**src/rtl/core/cpt_pkg.sv**
```systemverilog
// shared types and constants of the cyclic pump timer
// no dependencies; used by the interfaces, cpt_tick and the top level

package cpt_pkg;

	// configuration register indexes
	localparam logic [1:0] CFG_START_PRESET = 2'd0;
	localparam logic [1:0] CFG_DEBOUNCE     = 2'd1;
	localparam logic [1:0] CFG_GREEN_THRESH = 2'd2;
	localparam logic [1:0] CFG_OVERLAY      = 2'd3;

	localparam int unsigned CFG_DATA_W = 27;
	localparam int unsigned MS_W       = 27;
	localparam int unsigned SECS_W     = 18;
	localparam int unsigned MINS_W     = 12;
	localparam int unsigned HOURS_W    = 7;
	localparam int unsigned VALUE_W    = 10;

	// reset values of the configuration registers
	localparam logic [7:0]        DEBOUNCE_RST = 8'd50;
	localparam logic [MS_W-1:0]   GREEN_RST    = 27'd300000;
	localparam logic [15:0]       OVERLAY_RST  = 16'd2000;

	localparam logic [31:0] ON_TIME_MS = 32'd60000;

	// largest seconds figure still shown in seconds, and in minutes
	localparam logic [SECS_W-1:0] SECS_SHOWN_MAX = 18'd120;
	localparam logic [MINS_W-1:0] MINS_SHOWN_MAX = 12'd120;
	localparam logic [5:0]        HALF_MINUTE    = 6'd30;

	// floor(x / d) = (x * ceil(2^s / d)) >> s, exact over the operand width
	localparam logic [27:0] RECIP_1000_27 = 28'd137438954;   // s = 37
	localparam int unsigned SHIFT_1000    = 37;
	localparam logic [18:0] RECIP_60_18   = 19'd279621;      // s = 24
	localparam int unsigned SHIFT_60_18   = 24;
	localparam logic [12:0] RECIP_60_12   = 13'd4370;        // s = 18
	localparam int unsigned SHIFT_60_12   = 18;

	typedef enum logic [1:0] {
		UNIT_SEC  = 2'd0,
		UNIT_MIN  = 2'd1,
		UNIT_HOUR = 2'd2
	} unit_t;

	typedef enum logic [1:0] {
		LIGHT_OFF   = 2'd0,
		LIGHT_RED   = 2'd1,
		LIGHT_GREEN = 2'd2,
		LIGHT_BLUE  = 2'd3
	} light_t;

	// off interval per preset, the seven-row table repeated for indexes past six
	localparam logic [MS_W-1:0] REST_MS [16] = '{
		27'd1800000, 27'd7200000, 27'd21600000, 27'd86400000,
		27'd60000,   27'd240000,  27'd600000,
		27'd1800000, 27'd7200000, 27'd21600000, 27'd86400000,
		27'd60000,   27'd240000,  27'd600000,
		27'd1800000, 27'd7200000
	};

	// per-tick result of the timer state update
	typedef struct packed {
		logic            pump_on;
		logic [MS_W-1:0] left_ms;
		light_t          light;
		logic            changed;
	} tick_res_t;

endpackage

```
**src/rtl/core/cpt_if.sv**
```systemverilog
// valid/ready stream interfaces of the cyclic pump timer
// depends on cpt_pkg

interface cpt_tick_if;
	logic valid;
	logic ready;
	logic button_level;

	modport source (output valid, output button_level, input ready);
	modport sink (input valid, input button_level, output ready);
endinterface

interface cpt_disp_if #(
	parameter int unsigned PRESET_W = 3
);
	logic                         valid;
	logic                         ready;
	logic                         pump_on;
	logic [PRESET_W-1:0]          preset_index;
	logic [cpt_pkg::VALUE_W-1:0]  countdown_value;
	logic [1:0]                   countdown_unit;
	logic [1:0]                   backlight;
	logic                         preset_changed;

	modport source (output valid, output pump_on, output preset_index,
		output countdown_value, output countdown_unit, output backlight,
		output preset_changed, input ready);
	modport sink (input valid, input pump_on, input preset_index,
		input countdown_value, input countdown_unit, input backlight,
		input preset_changed, output ready);
endinterface

```
**src/rtl/core/cpt_tick.sv**
```systemverilog
// timer state: debounce, preset stepping, on/off phase and overlay
// depends on cpt_pkg; instantiated by cyclic_pump_timer_with_presets_core

module cpt_tick #(
	parameter int unsigned NUM_PRESETS = 7,
	parameter int unsigned TIMER_BITS  = 27,
	parameter int unsigned PRESET_W    = 3
) (
	input  logic                             clk,
	input  logic                             arst_n,
	input  logic                             step,
	input  logic                             level,
	input  logic                             cfg_wr_en,
	input  logic [1:0]                       cfg_index,
	input  logic [cpt_pkg::CFG_DATA_W-1:0]   cfg_data,
	output cpt_pkg::tick_res_t               res,
	output logic [PRESET_W-1:0]              preset
);

	logic [7:0]                 debounce_ticks_q;
	logic [cpt_pkg::MS_W-1:0]   green_q;
	logic [15:0]                overlay_ticks_q;

	logic                  running_q;
	logic [TIMER_BITS-1:0] elapsed_q;
	logic [PRESET_W-1:0]   preset_q;
	logic                  prev_level_q;
	logic [7:0]            deb_cnt_q;
	logic                  stable_q;
	logic [15:0]           ov_cnt_q;
	logic                  ov_act_q;

	logic                  deb_clr;
	logic [7:0]            deb_cnt;
	logic                  accept_level;
	logic                  press;
	logic [PRESET_W:0]     preset_inc;
	logic [PRESET_W-1:0]   preset_d;
	logic                  run_mid;
	logic [TIMER_BITS-1:0] el_mid;
	logic [15:0]           ov_cnt_mid;
	logic                  ov_act_mid;
	logic [cpt_pkg::MS_W-1:0] rest;
	logic                  run_d;
	logic [TIMER_BITS-1:0] el_d;
	logic                  ov_act_d;
	logic [cpt_pkg::MS_W-1:0] left;
	logic [PRESET_W-1:0]   cfg_preset;

	always_comb begin
		deb_clr      = (level != prev_level_q);
		deb_cnt      = deb_clr ? 8'd0 : deb_cnt_q;
		accept_level = (deb_cnt >= debounce_ticks_q) && (level != stable_q);
		press        = accept_level && level;

		preset_inc = {1'b0, preset_q} + (PRESET_W+1)'(1);
		if (!press) begin
			preset_d = preset_q;
		end else if (32'(preset_inc) >= NUM_PRESETS) begin
			preset_d = '0;
		end else begin
			preset_d = preset_inc[PRESET_W-1:0];
		end

		run_mid    = press ? 1'b0 : running_q;
		el_mid     = press ? '0 : elapsed_q;
		ov_cnt_mid = press ? 16'd0 : ov_cnt_q;
		ov_act_mid = press ? 1'b1 : ov_act_q;

		rest = cpt_pkg::REST_MS[4'(preset_d)];

		// phase switch
		run_d = run_mid;
		el_d  = el_mid;
		if (run_mid) begin
			if (32'(el_mid) >= cpt_pkg::ON_TIME_MS) begin
				run_d = 1'b0;
				el_d  = '0;
			end
		end else if (32'(el_mid) >= 32'(rest)) begin
			run_d = 1'b1;
			el_d  = '0;
		end

		ov_act_d = ov_act_mid && (ov_cnt_mid < overlay_ticks_q);

		// the on phase never reaches its end here, the switch above saw to it
		if (run_d) begin
			left = cpt_pkg::MS_W'(cpt_pkg::ON_TIME_MS - 32'(el_d));
		end else if (32'(el_d) < 32'(rest)) begin
			left = cpt_pkg::MS_W'(32'(rest) - 32'(el_d));
		end else begin
			left = '0;
		end

		res.pump_on = run_d;
		res.left_ms = left;
		res.changed = press;
		if (ov_act_d) begin
			res.light = cpt_pkg::LIGHT_BLUE;
		end else if (run_d) begin
			res.light = cpt_pkg::LIGHT_RED;
		end else if (left < green_q) begin
			res.light = cpt_pkg::LIGHT_GREEN;
		end else begin
			res.light = cpt_pkg::LIGHT_OFF;
		end
		preset = preset_d;

		cfg_preset = (32'(cfg_data[2:0]) < NUM_PRESETS) ? PRESET_W'(cfg_data[2:0]) : '0;
	end

	always_ff @(posedge clk or negedge arst_n) begin
		if (!arst_n) begin
			debounce_ticks_q <= cpt_pkg::DEBOUNCE_RST;
			green_q          <= cpt_pkg::GREEN_RST;
			overlay_ticks_q  <= cpt_pkg::OVERLAY_RST;
			running_q        <= 1'b1;
			elapsed_q        <= '0;
			preset_q         <= '0;
			prev_level_q     <= 1'b0;
			deb_cnt_q        <= 8'd0;
			stable_q         <= 1'b0;
			ov_cnt_q         <= 16'd0;
			ov_act_q         <= 1'b0;
		end else begin
			if (step) begin
				running_q    <= run_d;
				elapsed_q    <= (el_d != '1) ? el_d + TIMER_BITS'(1) : el_d;
				prev_level_q <= level;
				deb_cnt_q    <= (deb_cnt != 8'hff) ? deb_cnt + 8'd1 : deb_cnt;
				stable_q     <= accept_level ? level : stable_q;
				ov_cnt_q     <= (ov_cnt_mid != 16'hffff) ? ov_cnt_mid + 16'd1 : ov_cnt_mid;
				ov_act_q     <= ov_act_d;
			end
			// a start preset write wins over the beat's own preset step
			if (cfg_wr_en && cfg_index == cpt_pkg::CFG_START_PRESET) begin
				preset_q <= cfg_preset;
			end else if (step) begin
				preset_q <= preset_d;
			end
			if (cfg_wr_en) begin
				unique case (cfg_index)
					cpt_pkg::CFG_START_PRESET: ;
					cpt_pkg::CFG_DEBOUNCE:     debounce_ticks_q <= cfg_data[7:0];
					cpt_pkg::CFG_GREEN_THRESH: green_q          <= cfg_data;
					cpt_pkg::CFG_OVERLAY:      overlay_ticks_q  <= cfg_data[15:0];
				endcase
			end
		end
	end

endmodule

```
**src/rtl/core/cyclic_pump_timer_with_presets_core.sv**
```systemverilog
// Cyclic pump duty timer, one input beat per millisecond tick and one output beat per
// tick. Every beat updates the timer state in the cycle it is accepted; the countdown
// is then turned into seconds, minutes or hours by three constant-reciprocal
// multiplications, one per register stage, so a result passes stages s1 to s4 before
// it leaves. A new tick is accepted every cycle unless stalled; the output stage
// stalls the pipeline only when every stage holds a beat and the sink is not ready.
// depends on cpt_pkg, cpt_if and cpt_tick

module cyclic_pump_timer_with_presets_core #(
	parameter int unsigned NUM_PRESETS = 7,
	parameter int unsigned TIMER_BITS  = 27
) (
	input  logic                           clk,
	input  logic                           arst_n,
	cpt_tick_if.sink                       tick,
	cpt_disp_if.source                     disp,
	input  logic                           cfg_wr_en,
	input  logic [1:0]                     cfg_index,
	input  logic [cpt_pkg::CFG_DATA_W-1:0] cfg_data
);

	localparam int unsigned PRESET_W = (NUM_PRESETS > 1) ? $clog2(NUM_PRESETS) : 1;

	cpt_pkg::tick_res_t  res;
	logic [PRESET_W-1:0] preset;
	logic                accept;
	logic                en2, en3, en4;

	logic                v_s1, v_s2, v_s3, v_s4;
	logic                pump_s1, pump_s2, pump_s3, pump_s4;
	logic [PRESET_W-1:0] preset_s1, preset_s2, preset_s3, preset_s4;
	cpt_pkg::light_t     light_s1, light_s2, light_s3, light_s4;
	logic                chg_s1, chg_s2, chg_s3, chg_s4;
	logic [cpt_pkg::MS_W-1:0]    left_s1;
	logic [cpt_pkg::SECS_W-1:0]  secs_s2;
	logic                        small_s3;
	logic [6:0]                  secs_s3;
	logic [cpt_pkg::MINS_W-1:0]  mins_s3;
	logic [cpt_pkg::VALUE_W-1:0] value_s4;
	cpt_pkg::unit_t              unit_s4;

	logic [54:0] prod_sec;
	logic [cpt_pkg::SECS_W-1:0] secs_rnd;
	logic [36:0] prod_min;
	logic [cpt_pkg::MINS_W-1:0] mins_rnd;
	logic [24:0] prod_hr;
	logic [cpt_pkg::HOURS_W-1:0] hours;

	cpt_tick #(
		.NUM_PRESETS (NUM_PRESETS),
		.TIMER_BITS  (TIMER_BITS),
		.PRESET_W    (PRESET_W)
	) u_tick (
		.clk       (clk),
		.arst_n    (arst_n),
		.step      (accept),
		.level     (tick.button_level),
		.cfg_wr_en (cfg_wr_en),
		.cfg_index (cfg_index),
		.cfg_data  (cfg_data),
		.res       (res),
		.preset    (preset)
	);

	// a stage takes a new beat when it is empty or its content moves on
	assign en4        = !v_s4 || disp.ready;
	assign en3        = !v_s3 || en4;
	assign en2        = !v_s2 || en3;
	assign tick.ready = !v_s1 || en2;
	assign accept     = tick.valid && tick.ready;

	always_comb begin
		prod_sec = 55'(left_s1) * 55'(cpt_pkg::RECIP_1000_27);
		secs_rnd = secs_s2 + cpt_pkg::SECS_W'(cpt_pkg::HALF_MINUTE);
		prod_min = 37'(secs_rnd) * 37'(cpt_pkg::RECIP_60_18);
		mins_rnd = mins_s3 + cpt_pkg::MINS_W'(cpt_pkg::HALF_MINUTE);
		prod_hr  = 25'(mins_rnd) * 25'(cpt_pkg::RECIP_60_12);
		hours    = cpt_pkg::HOURS_W'(prod_hr >> cpt_pkg::SHIFT_60_12);
	end

	always_ff @(posedge clk or negedge arst_n) begin
		if (!arst_n) begin
			v_s1 <= 1'b0;
			v_s2 <= 1'b0;
			v_s3 <= 1'b0;
			v_s4 <= 1'b0;
		end else begin
			if (tick.ready) v_s1 <= accept;
			if (en2) v_s2 <= v_s1;
			if (en3) v_s3 <= v_s2;
			if (en4) v_s4 <= v_s3;
		end
	end

	always_ff @(posedge clk) begin
		if (accept) begin
			pump_s1   <= res.pump_on;
			preset_s1 <= preset;
			light_s1  <= res.light;
			chg_s1    <= res.changed;
			left_s1   <= res.left_ms;
		end
		if (en2) begin
			pump_s2   <= pump_s1;
			preset_s2 <= preset_s1;
			light_s2  <= light_s1;
			chg_s2    <= chg_s1;
			secs_s2   <= cpt_pkg::SECS_W'(prod_sec >> cpt_pkg::SHIFT_1000);
		end
		if (en3) begin
			pump_s3   <= pump_s2;
			preset_s3 <= preset_s2;
			light_s3  <= light_s2;
			chg_s3    <= chg_s2;
			small_s3  <= (secs_s2 <= cpt_pkg::SECS_SHOWN_MAX);
			secs_s3   <= secs_s2[6:0];
			mins_s3   <= cpt_pkg::MINS_W'(prod_min >> cpt_pkg::SHIFT_60_18);
		end
		if (en4) begin
			pump_s4   <= pump_s3;
			preset_s4 <= preset_s3;
			light_s4  <= light_s3;
			chg_s4    <= chg_s3;
			// longest interval is a day, so no figure gets near the 10-bit limit
			if (small_s3) begin
				value_s4 <= cpt_pkg::VALUE_W'(secs_s3);
				unit_s4  <= cpt_pkg::UNIT_SEC;
			end else if (mins_s3 > cpt_pkg::MINS_SHOWN_MAX) begin
				value_s4 <= cpt_pkg::VALUE_W'(hours);
				unit_s4  <= cpt_pkg::UNIT_HOUR;
			end else begin
				value_s4 <= cpt_pkg::VALUE_W'(mins_s3);
				unit_s4  <= cpt_pkg::UNIT_MIN;
			end
		end
	end

	assign disp.valid           = v_s4;
	assign disp.pump_on         = pump_s4;
	assign disp.preset_index    = preset_s4;
	assign disp.countdown_value = value_s4;
	assign disp.countdown_unit  = unit_s4;
	assign disp.backlight       = light_s4;
	assign disp.preset_changed  = chg_s4;

endmodule

```
**src/flat_wrapper.sv**
```systemverilog
// flat-port wrapper written by rule: the top's interface ports become plain ports
module cyclic_pump_timer_with_presets_core_flat import cpt_pkg::*;
#(
	parameter int unsigned NUM_PRESETS = 7,
	parameter int unsigned TIMER_BITS  = 27
)
  (clk, arst_n, cfg_wr_en, cfg_index, cfg_data, tick_valid, tick_button_level, tick_ready, disp_valid, disp_pump_on, disp_preset_index, disp_countdown_value, disp_countdown_unit, disp_backlight, disp_preset_changed, disp_ready);
  cpt_tick_if tick_i ();
  cpt_disp_if #(.PRESET_W(3)) disp_i ();
  input  logic clk;
  input  logic arst_n;
  input  logic cfg_wr_en;
  input  logic [1:0] cfg_index;
  input  logic [cpt_pkg::CFG_DATA_W-1:0] cfg_data;
  input wire logic [$bits(tick_i.valid)-1:0] tick_valid;
  input wire logic [$bits(tick_i.button_level)-1:0] tick_button_level;
  output wire logic [$bits(tick_i.ready)-1:0] tick_ready;
  output wire logic [$bits(disp_i.valid)-1:0] disp_valid;
  output wire logic [$bits(disp_i.pump_on)-1:0] disp_pump_on;
  output wire logic [$bits(disp_i.preset_index)-1:0] disp_preset_index;
  output wire logic [$bits(disp_i.countdown_value)-1:0] disp_countdown_value;
  output wire logic [$bits(disp_i.countdown_unit)-1:0] disp_countdown_unit;
  output wire logic [$bits(disp_i.backlight)-1:0] disp_backlight;
  output wire logic [$bits(disp_i.preset_changed)-1:0] disp_preset_changed;
  input wire logic [$bits(disp_i.ready)-1:0] disp_ready;
  assign tick_i.valid = tick_valid;
  assign tick_i.button_level = tick_button_level;
  assign tick_ready = tick_i.ready;
  assign disp_valid = disp_i.valid;
  assign disp_pump_on = disp_i.pump_on;
  assign disp_preset_index = disp_i.preset_index;
  assign disp_countdown_value = disp_i.countdown_value;
  assign disp_countdown_unit = disp_i.countdown_unit;
  assign disp_backlight = disp_i.backlight;
  assign disp_preset_changed = disp_i.preset_changed;
  assign disp_i.ready = disp_ready;
  cyclic_pump_timer_with_presets_core #(.NUM_PRESETS(NUM_PRESETS), .TIMER_BITS(TIMER_BITS)) u_core (.clk(clk), .arst_n(arst_n), .tick(tick_i), .disp(disp_i), .cfg_wr_en(cfg_wr_en), .cfg_index(cfg_index), .cfg_data(cfg_data));
endmodule
```
**config.mk**
```make
export PLATFORM = sky130hd
export DESIGN_NAME = cyclic_pump_timer_with_presets_core_flat
export DESIGN_NICKNAME = d
export VERILOG_FILES = /design/src/rtl/core/cpt_pkg.sv /design/src/rtl/core/cpt_if.sv /design/src/rtl/core/cpt_tick.sv /design/src/rtl/core/cyclic_pump_timer_with_presets_core.sv /design/src/flat_wrapper.sv
export SDC_FILE = /design/constraint.sdc
export NUM_CORES = 1
export LEC_CHECK = 0
export ABC_AREA = 1
export BUFFER_PORTS_ARGS = -buffer_cell sky130_fd_sc_hd__buf_4
export CAP_MARGIN = 10
export CORE_AREA = 2 2 290 149
export DETAILED_ROUTE_END_ITERATION = 16
export DIE_AREA = 0 0 292 151
export PLACE_DENSITY = 0.84
export SYNTH_ARGS = -nofsm -noshare
export SYNTH_HDL_FRONTEND = slang
export SYNTH_SLANG_ARGS = --single-unit
```
**constraint.sdc**
```tcl
create_clock -name clk -period 20.6 [get_ports clk]
set_input_delay 2.06 -clock clk [delete_from_list [all_inputs] [get_ports clk]]
set_output_delay 2.06 -clock clk [all_outputs]
set_load 0.005 [all_outputs]
```
==> metrics.md <==
| Metric | Value |
|---|---|
| Setup violations, final | `0` |
| Hold-fix buffers at CTS | `0` |
| Die ar. | `44100 sq um` |
| I/O Buffers | `55` |
| Unrepaired setup endpoints after global routing | `no` |
| Number of global-route vias before repair | `23100` |
| #FFs+latches synth | `about 220` |
| CP Data Arrival Time | `11.92 ns` |
| Pin count of the biggest net entering global routing | `63` |
| Die Y-Extent | `151 um` |
| Synth top area cells | `ha_1 (24%), fa_1 (19%), edfxtp_1 (11%), inv_1 (11%), dfrtp_1 (8.3%)` |
| CTS clock-pin slew for the worst setup and hold paths | `~0.08 ns` |
| Final Wtd Congestion | `1.06` |
| Post-layout min period | `11.61 ns` |
| Gr usage total | `0.407` |
| Die X | `292 um` |
| Total CTS buffers | `22` |
| TritonCTS Sinks | `218` |
| Worst path required time | `about 21 ns` |
| R2R setup slack | `10.21 ns` |
| H-tree levels | `1` |
| Yosys top cell area share | `0.241` |
| Gate count of the mapped netlist | `3273` |
| Layout fillers | `between 2000 and 3000` |
| Min-delay worst type | `flop to flop` |
| Most frequent cells after synthesis | `inv_1 (811), ha_1 (555), nand2_1 (360)` |
| Post_cts resized | `0` |
| Slew @ Worst Pin | `1.18 ns` |
| Worst-case hold slack | `between 0.4 and 0.5 ns` |
| Setup Buffers After CTS | `0` |
| DR vias | `about 23000` |
| Synthesized area per cell | `8.80 sq um` |
| Slowest-stage cell, CP | `o21ai_0` |
| Initial Util | `0.695` |
| Vias per cell | `approximately 6` |
| Final hold vios | `0` |
| Core area | `41400 sq um` |
| Crit path kind | `primary input to flop` |
| Total congestion overflow | `0` |
| Startpoint Class | `primary input` |
| Sequential share of the synthesized area | `0.208` |
| Slew Limit Fails | `0` |
| Top-count cell post-synth | `inv_1` |
| Synthesis warning total | `0` |
| Drt drc | `0` |
| Syn-to-layout area delta | `6.37%` |
| Setup crit end kind | `flop` |
| DR WL/cell | `22.3 um` |
| Status | `finished, final reports clean` |
| Crit path largest cell delay | `0.71 ns` |
| Antenna viol nets, final | `0` |
| Final TNS setup | `0 ns` |
| Diode count | `0` |
| Worst-path maximum fanout | `34` |
| Fmax | `86.1 MHz` |
| Maximum root-to-sink buffer count | `3` |
| CTS tree | `done` |
| Cell area after synthesis | `roughly 29000 sq um` |
| Top cell type by total area after synthesis | `ha_1` |
| IO Pins | `between 50 and 60` |
| 1st-pass router iterations | `6` |
| Share of post-route cells with drive strength above 1 | `0.0627` |
| Distinct cells, synth | `72` |
| Nets | `4194` |
| Most used cell, CP | `nand2_1` |
| Root buffer cell | `clkbuf_16` |
| Final period util | `0.564` |
| Primary FF master, synth | `edfxtp_1` |
| Slew HR | `0.191` |
| Post-DP HPWL | `73700 um` |
| DRT Wirelength | `87100 um` |
| Wire length of the first global-routing pass | `approximately 140000 um` |
| Worst skew pair latency | `0.55 ns` |
| Ys async rst share | `0.518` |
| Initial DRC Count | `~3100` |
| Initial antenna violation count | `1` |
| Max cap viols | `0` |
| Worst Skew | `approximately 0.017 ns` |
| Post-synth EDFFs | `105` |
| Placement Rows | `53` |
==> layout by cell type (no fill, tap or decap), types with 6 or more instances in the layout <==
cell,Yosys,routed
o21a_1,11,11
ha_1,555,555
o221ai_1,9,9
nand2_1,360,360
a31oi_1,7,7
xor2_1,60,60
o21ai_0,146,146
edfxtp_1,105,105
o21ai_1,16,16
nor2_2,13,13
nor4_1,15,15
o211ai_1,9,9
xnor2_1,37,37
nor2_1,215,214
inv_2,15,15
a41oi_1,7,7
nand2_2,18,18
a21boi_0,6,6
dfstp_2,18,18
nand2_4,10,10
fa_1,272,272
buf_4,2,65
nand4_1,32,32
a211oi_1,10,10
a21oi_1,175,175
nor3_1,47,47
inv_1,811,811
dfrtp_1,95,95
nand3_1,83,82
clkbuf_16,0,26
==> metal layers <==
layer,GRT usage,wire [um],up-vias
met3,0.150,13800,110
met2,0.527,31600,1451
met5,0,10,-
met4,0.0575,1250,2
met1,0.645,40500,11200
li1,-,-,10700
==> registers in the layout (all words and copies together), names as in the netlist, 3 cells and up <==
register	cells
u_core.left_s1	27
u_core.u_tick.elapsed_q	27
u_core.u_tick.green_q	27
u_core.secs_s2	18
u_core.u_tick.ov_cnt_q	16
u_core.u_tick.overlay_ticks_q	16
u_core.mins_s3	12
u_core.disp.countdown_value	10
u_core.u_tick.deb_cnt_q	8
u_core.u_tick.debounce_ticks_q	8
u_core.secs_s3	7
u_core.disp.preset_index	3
u_core.preset_s1	3
u_core.preset_s2	3
u_core.preset_s3	3
u_core.u_tick.preset_q	3
==> kinds of logic after synthesis <==
group / after synthesis / share of synthesized area
AO/OA/AOI/OAI: 441 / 0.0873
other: 1 / 0.000130
AND/OR/NAND/NOR: 828 / 0.130
flip-flops: 218 / 0.208
adder cells (fa/ha/maj): 827 / 0.430
XOR/XNOR: 97 / 0.0295
buffers and inverters: 861 / 0.114
==> layout make-up <==
| class | count | area (sq um) | area share |
|---|---|---|---|
| clock buffers | 29 | 682 | 0.0223 |
| clock inverters | 11 | 129 | 0.00421 |
| inverters | 828 | 3110 | 0.102 |
| multi-input cells | 2196 | 19500 | 0.638 |
| flip-flops and latches | 218 | 6000 | 0.196 |
| well taps | 550 | 688 | 0.0225 |
| repair buffers | 66 | 493 | 0.0161 |
==> worst max-delay path: cells and delay by family <==
kind	cells	cell delay (ns)
adder cells (fa/ha/maj)	5	1.49
AO/OA/AOI/OAI	7	1.57
AND/OR/NAND/NOR	32	4.90
buffers and inverters	10	1.85
==> metrics by stage <==
| stage | cells | util | area [sq um] | worst slack [ns] |
|---|---|---|---|---|
| after CTS | 3897 | 0.739 | 30600 | 9.44 |
| after floorplan | 3275 | - | 28800 | 11.39 |
| final | 3898 | 0.739 | 30600 | 8.99 |
| after global routing | 3898 | 0.739 | 30600 | 8.28 |
| after global placement | 3857 | 0.720 | 29800 | 9.11 |
| after detailed placement | 3857 | 0.720 | 29800 | 8.91 |
==> path summary, 6_finish.rpt <==
path / start / end / cells after the start
worst max register to register: u_core.u_tick.prev_level_q / u_core.light_s1[1] / 53
min in group asynchronous: arst_n / u_core.u_tick.deb_cnt_q[0] / 1
worst min register to register: u_core.preset_s2[0] / u_core.preset_s3[0] / 0
worst min-delay path: u_core.preset_s2[0] / u_core.preset_s3[0] / 0
worst max-delay path: tick_button_level / u_core.light_s1[1] / 54
max in group asynchronous: arst_n / u_core.u_tick.ov_cnt_q[6] / 2
Power is not shown: default switching activity piles up to over one toggle a cycle in this logic, so the estimate is an artifact.
